## config.mk

```make
export PLATFORM = sky130hd
export DESIGN_NAME = stepper_step_pulse_generator_unit
export DESIGN_NICKNAME = d
export VERILOG_FILES = /design/src/rtl/core/ssp_pkg.sv /design/src/rtl/core/ssp_div.sv /design/src/rtl/core/stepper_step_pulse_generator_unit.sv
export SDC_FILE = /design/constraint.sdc
export NUM_CORES = 1
export LEC_CHECK = 0
export BUFFER_PORTS_ARGS = -buffer_cell sky130_fd_sc_hd__buf_2
export CORE_MARGIN = 10
export CORE_UTILIZATION = 40
export CTS_BUF_LIST = sky130_fd_sc_hd__clkbuf_16
export CTS_CLUSTER_SIZE = 20
export DETAILED_ROUTE_END_ITERATION = 10
export HOLD_SLACK_MARGIN = 0.02
export SYNTH_ARGS = -nofsm -noshare
export SYNTH_HDL_FRONTEND = slang
export SYNTH_SLANG_ARGS = --single-unit
```

## constraint.sdc

```tcl
create_clock -name clk -period 10.8 [get_ports clk]
set_input_delay 2.16 -clock clk [delete_from_list [all_inputs] [get_ports clk]]
set_output_delay 2.16 -clock clk [all_outputs]
set_load 0.02 [all_outputs]
```

## src/rtl/core/ssp_pkg.sv

```systemverilog
// shared types, widths and codes of the stepper step pulse generator
`timescale 1ns / 1ps

package ssp_pkg;

    // field and state widths
    localparam int SPR_W    = 16;
    localparam int PW_W     = 8;
    localparam int RPM_W    = 13;
    localparam int DMODE_W  = 2;
    localparam int ANGLE_W  = 16;
    localparam int STATUS_W = 3;
    localparam int STEPS_W  = 24;
    localparam int PERIOD_W = 26;

    // configuration port
    localparam int CFG_IDX_W  = 4;
    localparam int CFG_DATA_W = 16;

    // shared divider widths
    localparam int DIVD_W = 32;
    localparam int DIVS_W = 29;
    localparam int PROD_W = 32;

    // arithmetic constants
    localparam logic [DIVD_W-1:0] US_PER_MINUTE = 32'd60000000;
    localparam logic [DIVS_W-1:0] DEG_PER_REV   = 29'd360;

    // register reset values
    localparam logic [SPR_W-1:0]   SPR_RESET   = 16'd200;
    localparam logic [PW_W-1:0]    PW_RESET    = 8'd2;
    localparam logic [RPM_W-1:0]   RPM_RESET   = 13'd0;
    localparam logic [DMODE_W-1:0] DMODE_RESET = 2'd0;

    // register indexes
    localparam logic [CFG_IDX_W-1:0] REG_REV_STEPS      = 4'd0;
    localparam logic [CFG_IDX_W-1:0] REG_PULSE_WIDTH_US = 4'd1;
    localparam logic [CFG_IDX_W-1:0] REG_SPEED_RPM      = 4'd2;
    localparam logic [CFG_IDX_W-1:0] REG_DIRECTION_MODE = 4'd3;

    // direction modes
    localparam logic [DMODE_W-1:0] DIR_CLOCKWISE = 2'd1;

    // request kinds
    localparam logic MODE_TICK = 1'b0;
    localparam logic MODE_MOVE = 1'b1;

    // result status codes
    localparam logic [STATUS_W-1:0] ST_TICK       = 3'd0;
    localparam logic [STATUS_W-1:0] ST_ACCEPTED   = 3'd1;
    localparam logic [STATUS_W-1:0] ST_TOO_FAST   = 3'd2;
    localparam logic [STATUS_W-1:0] ST_BUSY       = 3'd3;
    localparam logic [STATUS_W-1:0] ST_SPEED_ZERO = 3'd4;

    typedef struct packed {
        logic               mode;
        logic [ANGLE_W-1:0] angle;
    } in_t;

    typedef struct packed {
        logic                step_level;
        logic                dir_level;
        logic                busy_res;
        logic [STATUS_W-1:0] status;
    } out_t;

endpackage

```

## src/rtl/core/ssp_div.sv

```systemverilog
// restoring divider, one quotient bit per cycle
`timescale 1ns / 1ps

module ssp_div (
    input  logic                         clk,
    input  logic                         rst_n,
    input  logic                         start,
    input  logic [ssp_pkg::DIVD_W-1:0]   dividend,
    input  logic [ssp_pkg::DIVS_W-1:0]   divisor,
    output logic                         done,
    output logic [ssp_pkg::DIVD_W-1:0]   quotient
);

    localparam int CNT_W = $clog2(ssp_pkg::DIVD_W);

    logic                        active_reg;
    logic                        done_reg;
    logic [CNT_W-1:0]            cnt_reg;
    logic [ssp_pkg::DIVS_W-1:0]  rem_reg;
    logic [ssp_pkg::DIVS_W-1:0]  dvs_reg;
    logic [ssp_pkg::DIVD_W-1:0]  quo_reg;

    logic [ssp_pkg::DIVS_W:0]    trial;
    logic [ssp_pkg::DIVS_W+1:0]  diff;
    logic                        fits;

    // trial subtract of the shifted remainder
    always_comb
    begin
        trial = {rem_reg, quo_reg[ssp_pkg::DIVD_W-1]};
        diff  = {1'b0, trial} - {2'b00, dvs_reg};
        fits  = ~diff[ssp_pkg::DIVS_W+1];
    end

    // iteration control
    always_ff @(posedge clk or negedge rst_n)
    begin
        if (!rst_n)
        begin
            active_reg <= 1'b0;
            done_reg   <= 1'b0;
            cnt_reg    <= '0;
        end
        else
        begin
            done_reg <= 1'b0;
            if (start)
            begin
                active_reg <= 1'b1;
                cnt_reg    <= '0;
            end
            else if (active_reg)
            begin
                cnt_reg <= cnt_reg + 1'b1;
                if (cnt_reg == CNT_W'(ssp_pkg::DIVD_W - 1))
                begin
                    active_reg <= 1'b0;
                    done_reg   <= 1'b1;
                end
            end
        end
    end

    // datapath: dividend shifts out as quotient bits shift in
    always_ff @(posedge clk)
    begin
        if (start)
        begin
            rem_reg <= '0;
            dvs_reg <= divisor;
            quo_reg <= dividend;
        end
        else if (active_reg)
        begin
            rem_reg <= fits ? diff[ssp_pkg::DIVS_W-1:0] : trial[ssp_pkg::DIVS_W-1:0];
            quo_reg <= {quo_reg[ssp_pkg::DIVD_W-2:0], fits};
        end
    end

    assign done     = done_reg;
    assign quotient = quo_reg;

endmodule

```

## src/rtl/core/stepper_step_pulse_generator_unit.sv

```systemverilog
// stepper step and direction pulse generator, top level
`timescale 1ns / 1ps

// Each request is either a one microsecond tick or a move. A tick, and a move
// refused because a move is still running, is answered in the cycle after it
// is taken, so ticks can follow back to back. Any other move holds in_ready
// low while it is worked out: one shared 16 by 16 multiplier forms speed times
// steps per revolution and then angle times steps per revolution, and one
// shared divider, one quotient bit per cycle, forms the step period and then
// the step count. A move with zero speed is refused after the first product,
// and one that is too fast after the period division. One result comes out
// per request through a registered output; a new request is taken in the
// cycle that the previous result is taken.

module stepper_step_pulse_generator_unit (
    input  logic                             clk,
    input  logic                             rst_n,
    input  logic                             cfg_we,
    input  logic [ssp_pkg::CFG_IDX_W-1:0]    cfg_index,
    input  logic [ssp_pkg::CFG_DATA_W-1:0]   cfg_data,
    input  logic                             in_valid,
    output logic                             in_ready,
    input  ssp_pkg::in_t                     in_data,
    output logic                             out_valid,
    input  logic                             out_ready,
    output ssp_pkg::out_t                    out_data
);

    typedef enum logic [6:0] {
        S_IDLE = 7'b0000001,
        S_MULP = 7'b0000010,
        S_CHKP = 7'b0000100,
        S_DIVP = 7'b0001000,
        S_MULS = 7'b0010000,
        S_STRS = 7'b0100000,
        S_DIVS = 7'b1000000
    } state_t;

    // configuration registers
    logic [ssp_pkg::SPR_W-1:0]   spr_reg;
    logic [ssp_pkg::PW_W-1:0]    pw_reg;
    logic [ssp_pkg::RPM_W-1:0]   rpm_reg;
    logic [ssp_pkg::DMODE_W-1:0] dmode_reg;

    // motion state
    logic [ssp_pkg::STEPS_W-1:0]  remaining_reg, remaining_next;
    logic [ssp_pkg::PERIOD_W-1:0] period_reg, period_next;
    logic [ssp_pkg::PERIOD_W-1:0] phase_reg, phase_next;
    logic                         dir_reg, dir_next;
    logic                         running_reg, running_next;

    // sequencer and datapath
    state_t                        state_reg, state_next;
    logic [ssp_pkg::ANGLE_W-1:0]   angle_reg;
    logic [ssp_pkg::PROD_W-1:0]    mul_reg;
    logic [ssp_pkg::SPR_W-1:0]     mul_a;
    logic [ssp_pkg::PROD_W-1:0]    mul_p;
    logic                          out_valid_reg, out_valid_next;
    ssp_pkg::out_t                 out_reg, out_next;

    logic                          accept;
    logic                          div_start;
    logic [ssp_pkg::DIVD_W-1:0]    div_dividend;
    logic [ssp_pkg::DIVS_W-1:0]    div_divisor;
    logic                          div_done;
    logic [ssp_pkg::DIVD_W-1:0]    div_quotient;
    logic [ssp_pkg::PERIOD_W-1:0]  phase_inc;

    assign in_ready  = (state_reg == S_IDLE) && (!out_valid_reg || out_ready);
    assign accept    = in_valid && in_ready;
    assign out_valid = out_valid_reg;
    assign out_data  = out_reg;

    // configuration writes
    always_ff @(posedge clk or negedge rst_n)
    begin
        if (!rst_n)
        begin
            spr_reg   <= ssp_pkg::SPR_RESET;
            pw_reg    <= ssp_pkg::PW_RESET;
            rpm_reg   <= ssp_pkg::RPM_RESET;
            dmode_reg <= ssp_pkg::DMODE_RESET;
        end
        else if (cfg_we)
        begin
            unique case (cfg_index)
                ssp_pkg::REG_REV_STEPS:      spr_reg   <= cfg_data[ssp_pkg::SPR_W-1:0];
                ssp_pkg::REG_PULSE_WIDTH_US: pw_reg    <= cfg_data[ssp_pkg::PW_W-1:0];
                ssp_pkg::REG_SPEED_RPM:      rpm_reg   <= cfg_data[ssp_pkg::RPM_W-1:0];
                ssp_pkg::REG_DIRECTION_MODE: dmode_reg <= cfg_data[ssp_pkg::DMODE_W-1:0];
                default: ;
            endcase
        end
    end

    // shared multiplier, operand chosen by the sequencer
    assign mul_a = (state_reg == S_MULP) ? {{(ssp_pkg::SPR_W-ssp_pkg::RPM_W){1'b0}}, rpm_reg}
                                         : angle_reg;
    assign mul_p = {{(ssp_pkg::PROD_W-ssp_pkg::SPR_W){1'b0}}, mul_a}
                 * {{(ssp_pkg::PROD_W-ssp_pkg::SPR_W){1'b0}}, spr_reg};

    always_ff @(posedge clk)
    begin
        if (accept)
            angle_reg <= in_data.angle;
        if (state_reg == S_MULP || state_reg == S_MULS)
            mul_reg <= mul_p;
    end

    // shared divider: period first, then step count
    assign div_start    = ((state_reg == S_CHKP) && (mul_reg != '0)) || (state_reg == S_STRS);
    assign div_dividend = (state_reg == S_CHKP) ? ssp_pkg::US_PER_MINUTE : mul_reg;
    assign div_divisor  = (state_reg == S_CHKP) ? mul_reg[ssp_pkg::DIVS_W-1:0]
                                                : ssp_pkg::DEG_PER_REV;

    ssp_div u_div (
        .clk      (clk),
        .rst_n    (rst_n),
        .start    (div_start),
        .dividend (div_dividend),
        .divisor  (div_divisor),
        .done     (div_done),
        .quotient (div_quotient)
    );

    assign phase_inc = phase_reg + 1'b1;

    // sequencer, tick handling and result assembly
    always_comb
    begin
        state_next     = state_reg;
        remaining_next = remaining_reg;
        period_next    = period_reg;
        phase_next     = phase_reg;
        dir_next       = dir_reg;
        running_next   = running_reg;
        out_next       = out_reg;
        out_valid_next = out_valid_reg && !out_ready;

        unique case (state_reg)
            S_IDLE:
            begin
                if (accept)
                begin
                    if (in_data.mode == ssp_pkg::MODE_TICK)
                    begin
                        out_next.step_level = 1'b0;
                        if (running_reg)
                        begin
                            out_next.step_level =
                                (phase_reg < {{(ssp_pkg::PERIOD_W-ssp_pkg::PW_W){1'b0}}, pw_reg});
                            phase_next = phase_inc;
                            if (phase_inc >= period_reg)
                            begin
                                phase_next     = '0;
                                remaining_next = remaining_reg - 1'b1;
                                if (remaining_next == '0)
                                    running_next = 1'b0;
                            end
                        end
                        out_next.dir_level = dir_reg;
                        out_next.busy_res  = running_next;
                        out_next.status    = ssp_pkg::ST_TICK;
                        out_valid_next     = 1'b1;
                    end
                    else if (running_reg)
                    begin
                        out_next.step_level = 1'b0;
                        out_next.dir_level  = dir_reg;
                        out_next.busy_res   = 1'b1;
                        out_next.status     = ssp_pkg::ST_BUSY;
                        out_valid_next      = 1'b1;
                    end
                    else
                    begin
                        state_next = S_MULP;
                    end
                end
            end
            S_MULP:
            begin
                state_next = S_CHKP;
            end
            S_CHKP:
            begin
                if (mul_reg == '0)
                begin
                    out_next.step_level = 1'b0;
                    out_next.dir_level  = dir_reg;
                    out_next.busy_res   = 1'b0;
                    out_next.status     = ssp_pkg::ST_SPEED_ZERO;
                    out_valid_next      = 1'b1;
                    state_next          = S_IDLE;
                end
                else
                begin
                    state_next = S_DIVP;
                end
            end
            S_DIVP:
            begin
                if (div_done)
                begin
                    if ({{(ssp_pkg::DIVD_W-ssp_pkg::PW_W){1'b0}}, pw_reg} >= div_quotient)
                    begin
                        out_next.step_level = 1'b0;
                        out_next.dir_level  = dir_reg;
                        out_next.busy_res   = 1'b0;
                        out_next.status     = ssp_pkg::ST_TOO_FAST;
                        out_valid_next      = 1'b1;
                        state_next          = S_IDLE;
                    end
                    else
                    begin
                        period_next = div_quotient[ssp_pkg::PERIOD_W-1:0];
                        state_next  = S_MULS;
                    end
                end
            end
            S_MULS:
            begin
                state_next = S_STRS;
            end
            S_STRS:
            begin
                state_next = S_DIVS;
            end
            S_DIVS:
            begin
                if (div_done)
                begin
                    remaining_next      = div_quotient[ssp_pkg::STEPS_W-1:0];
                    phase_next          = '0;
                    dir_next            = (dmode_reg == ssp_pkg::DIR_CLOCKWISE);
                    running_next        = (div_quotient[ssp_pkg::STEPS_W-1:0] != '0);
                    out_next.step_level = 1'b0;
                    out_next.dir_level  = dir_next;
                    out_next.busy_res   = running_next;
                    out_next.status     = ssp_pkg::ST_ACCEPTED;
                    out_valid_next      = 1'b1;
                    state_next          = S_IDLE;
                end
            end
            default:
            begin
                state_next = S_IDLE;
            end
        endcase
    end

    // control and motion state
    always_ff @(posedge clk or negedge rst_n)
    begin
        if (!rst_n)
        begin
            state_reg     <= S_IDLE;
            out_valid_reg <= 1'b0;
            remaining_reg <= '0;
            period_reg    <= '0;
            phase_reg     <= '0;
            dir_reg       <= 1'b0;
            running_reg   <= 1'b0;
        end
        else
        begin
            state_reg     <= state_next;
            out_valid_reg <= out_valid_next;
            remaining_reg <= remaining_next;
            period_reg    <= period_next;
            phase_reg     <= phase_next;
            dir_reg       <= dir_next;
            running_reg   <= running_next;
        end
    end

    // result payload
    always_ff @(posedge clk)
    begin
        out_reg <= out_next;
    end

`ifndef ASSERT_OFF
    // no result is pending while a move is being worked out
    a_busy_no_result: assert property (@(posedge clk) disable iff (!rst_n)
        (state_reg != S_IDLE) |-> !out_valid_reg)
        else $error("result pending during move computation");

    // a running move has a period above the pulse width, unless the configuration was just written
    a_period_set: assert property (@(posedge clk) disable iff (!rst_n)
        running_reg |-> (period_reg > {{(ssp_pkg::PERIOD_W-ssp_pkg::PW_W){1'b0}}, pw_reg})
                        || $past(cfg_we))
        else $error("running with a period not above the pulse width");

    // a running move has steps left
    a_steps_left: assert property (@(posedge clk) disable iff (!rst_n)
        running_reg |-> (remaining_reg != '0))
        else $error("running with no steps left");

    // divider finishes only while the sequencer waits for it
    a_div_done_state: assert property (@(posedge clk) disable iff (!rst_n)
        div_done |-> (state_reg == S_DIVP || state_reg == S_DIVS))
        else $error("divider done outside a wait state");
`endif

endmodule
```

# == Yosys cells after proc, flatten, opt, wreduce, memory -nomap -nowiden ==
# Cells that the tools add are included.
# totals
register_bits,276
input_bits,42
out_inout_bits,8
# classes
reduce_logical,28
n_mul,1
n_eq_ne,23
bitwise,2
n_lt_le_gt_ge,3
muxes,57
n_addsub,4
# op_table
operator,n
$mux W26,5
$mux W24,5
$mux W32,3
$pmux W26 S2,1
$pmux W7 S7,1
$pmux W24 S2,1
$mux W6,7
$mux W7,5
$ge A8 B32 Y1,1
$logic_not A32 Y1,1
$mul A16 B16 Y32,1
$reduce_bool A32 Y1,1
$sub A30 B29 Y31,1
$mux W29,1
$add A26 B1 Y26 const B,1
$ge A26 B26 Y1,1
$lt A26 B8 Y1,1
$logic_not A24 Y1,1
$pmux W6 S4,1
$reduce_bool A24 Y1,1
$sub A24 B1 Y24 const B,1
$mux W1,20
$mux W16,1
$mux W5,3
31 further kinds,53

# == Logic depth before layout (Yosys ltp) ==
# depth
word_depth,8
mapped_depth,32
mapped_depth_nobuf,30

# == By module ==
# Synthesis repeated with hierarchy kept, for this count alone.
# unflattened
hier_cells,2477
hier_area_um2,23869.1
# modules_own_cells
mod,n_inst,area_each_um2,cells_per_inst,seq_area_each_um2
stepper_step_pulse_generator_unit,1,18280.0,1934,4755.8
ssp_div,1,5589.1,543,2587.5

# == Least setup slack after synthesis ==
# OpenSTA, ideal clock, no wires.
# synth_path
path_type,reg-to-reg
start,register state_reg[0]
end,register mul_reg[30] (netlist bit) (data pin)
setup_ns,0.259
arrival_time_ns,7.247
slack_ns,3.294
period_less_slack_ns,7.506
path_stages_with_launch,33
path_cell_list,dfstp_2 > nor2_1 > nand2_1 > nor2_1 > nand3b_1 > clkbuf_1 > clkbuf_1 > nand2_1 > nand2_1 > clkbuf_1 > nand2_1 > fa_1 > inv_1 > fa_1 > inv_1 > fa_1 > inv_1 > fa_1 > fa_1 > inv_1 > fa_1 > inv_1 > ha_1 > buf_2 > nand3_1 > nor2_1 > nand3_1 > or3_4 > a311oi_2 > nand2_1 > o41a_1 > a21oi_2 > xor2_1
# synth_between
elab_chain_len,3
# synth_rtl
item,line_no,rtl
"start, declared",stepper_step_pulse_generator_unit.sv:53,"state_t state_reg, state_next;"
"start signal, assigned",stepper_step_pulse_generator_unit.sv:266,state_reg <= state_next;
$eq A7 B2 Y1,stepper_step_pulse_generator_unit.sv:97,"assign mul_a = (state_reg == S_MULP) ? {{(ssp_pkg::SPR_W-ssp_pkg::RPM_W){1'b0}}, rpm_reg}"
$mux W16,stepper_step_pulse_generator_unit.sv:97,
$mul A16 B16 Y32,stepper_step_pulse_generator_unit.sv:100,"* {{(ssp_pkg::PROD_W-ssp_pkg::SPR_W){1'b0}}, spr_reg};"
"net mul_p, one bit",stepper_step_pulse_generator_unit.sv:57,logic [ssp_pkg::PROD_W-1:0] mul_p;
"end signal, assigned",stepper_step_pulse_generator_unit.sv:107,mul_reg <= mul_p;
"end, declared",stepper_step_pulse_generator_unit.sv:55,logic [ssp_pkg::PROD_W-1:0] mul_reg;
# The timed path passes the listed nets, and every way through them passes these cells.
# A chain may end at the register's enable or synchronous reset.

# == Final worst setup path ==
# Ends and elaborated chain as after synthesis.

==> impl_metrics.ini <==
[cells_and_area]
layout-drive-gt1-share_pct = 7.44
fillCellCount = 5572
stdcell_count = 3238
design_area_um2 = 25200
nets = 2864
regArea_um2 = 7340
syn2layout_area_growth_pct = 8.70
multi_input_area_um2 = 14200
num_antenna_cells = 0
mostFrequentLayoutCells = inv_1 (337), nand2_1 (290), fa_1 (195)
final_common_cell = inv_1

[detailed_routing]
drt-total-wl_um = 58600
ant_nets = 0
vias_per_cell = 5.33
via_count = 17200
drcViolationCount = 0
dr.pass1.iters = 6
wl_per_cell_um = 18.1
drt_iter0_markers = 1181

[yosys]
synth_edf_count = 115
ys_seq_area_share_pct = 31.7
netlist_area_um2 = 23200
ys_seq_elements = 276
syn_inst = 2449
synth_warnings = 0
synthFlopType = dfrtp_1
postSynthNetCount = 2865
synth.distinct_cells = 85
synthArstFlopShare_pct = 47.8
syn_area_per_cell_um2 = 9.46

[floorplan]
die-area_um2 = 67900
core-area_um2 = 57500
io_pins = 50
row_count = 88
die_h_um = 261
start_util_pct = 40.3
die_w_um = 261

[clock_network]
cts_buffers = 31
clk_latency_ns = 0.60
post-cts-setup-buffer-count = 0
cts-root-buf = clkbuf_16
cts_resized = 0
ctsHtreeMaxLevel = 1
ctsLongestPathBuffers = 3
cts_tree = yes
clock_sinks = 276
cts.reportedPaths.clkPinSlew_ns = 0.06
holdBufCountCts = 0

[placed_design]
dpl_cell_area_um2 = 24100
hpwl_um = 44300
io_buffers = 49
globalplace.congestion = 0.866
dp_cells = 3180

[worst_setup_path]
required_ns = 11.14
max_stage_delay_ns = 0.55
cp_data_arrival_time_ns = 8.71
endpoint_kind = flip-flop
slowest_stage = dfstp_2
r2r-end = mul_reg[30]$_DFFE_PP_
rrSetupSlack_ns = 2.44
r2r_start = state_reg[0]$_DFFE_PN1P_
rr_worst_depth = 29
path_class = flip-flop to flip-flop
cp_top_family = adder cells
crit_buf_inv = 6
cp_max_fo = 39
path_common_cell = fa_1
crit_path_start_kind = flip-flop

[sta]
maxSlewViolCount = 0
max_freq_ghz = 0.120
tns_ns = 0
fin_worst_hold_slack_ns = 0.493
hold_viol = 0
period_share_pct = 77.4
period_needed_ns = 8.36
tightest_slew_ns = 1.13
rsz0062_at_grt = no
maxSlewHeadroom_pct = 24.6
final-setup-viol-count = 0
fin_worst_skew_ns = 0.0201

[hold_path]
whs_path_depth = 1
min_delay_worst_endpoint = period_reg[15]$_DFFE_PN0P_
hp-start = period_reg[15]$_DFFE_PN0P_
hp-class = flip-flop to flip-flop

[global_route]
first_global_vias = 17300
grt_usage_pct = 17.3
antenna_found_initial = 0
grt_max_degree = 73
grt_overflow = 0
grt_pass1_wl_um = 95300

[job]
maxCapViolCount = 0

[run_status]
status = complete, no violations
[through the flow]
step | util (%) | worst slack, ns
floorplan | - | 3.29
global placement | 42.0 | 2.71
detailed placement | 42.0 | 2.45
CTS | 43.8 | 2.46
global route | 43.8 | 1.97
finish | 43.8 | 2.44
[cell usage after synthesis, types with 39 or more instances]
cell type | instances | area (um^2)
nor2_1 | 106 | 398
fa_1 | 195 | 3900
mux2_2 | 39 | 439
a21oi_1 | 116 | 581
ha_1 | 179 | 2240
clkbuf_1 | 91 | 342
xnor2_1 | 52 | 455
nand2b_1 | 40 | 250
dfrtp_1 | 127 | 3180
o21ai_0 | 135 | 676
and2_1 | 131 | 820
nand2_1 | 290 | 1090
inv_1 | 334 | 1250
edfxtp_1 | 115 | 3450
[cell families after synthesis]
| family | count (synthesis) | synth area share [%] |
|---|---|---|
| and+or+nand+nor | 784 | 16.9 |
| buffers and inverters | 436 | 7.13 |
| AOI/OAI and AO/OA | 426 | 11.4 |
| adders and majority gates | 374 | 26.5 |
| DFF | 276 | 31.7 |
| xor gates and xnor gates | 84 | 3.18 |
| muxes | 69 | 3.22 |
[layout make-up]
class | count | share of cell area (%)
repair buffers | 66 | 1.51
flip-flops and latches | 276 | 29.2
inverters | 336 | 5.01
multi-input cells | 1737 | 56.3
well taps | 765 | 3.80
clock buffers | 32 | 3.18
clock inverters | 26 | 1.00
[worst max path at each step]
stage	start	endpoint	slack, ns	depth (start not counted)
after floorplan	state_reg[0]$_DFFE_PN1P_	mul_reg[30]$_DFFE_PP_	3.29	32
after global placement	state_reg[0]$_DFFE_PN1P_	mul_reg[30]$_DFFE_PP_	2.71	29
after detailed placement	state_reg[0]$_DFFE_PN1P_	mul_reg[30]$_DFFE_PP_	2.45	29
after CTS	state_reg[0]$_DFFE_PN1P_	mul_reg[30]$_DFFE_PP_	2.46	29
after global routing	state_reg[2]$_DFFE_PN0P_	mul_reg[30]$_DFFE_PP_	1.97	28
final	state_reg[0]$_DFFE_PN1P_	mul_reg[30]$_DFFE_PP_	2.44	29
[routing by layer]
metal,vias up,track usage [%],wire length (um)
met5,-,0,0
met4,0,4.36,1360
met3,92,2.58,3730
met2,506,26.5,26000
met1,8469,25.2,27500
li1,8180,-,-
Power is left out: the tool's default activity adds up to more than one toggle a clock period on the data nets, which glitch-free logic cannot reach.
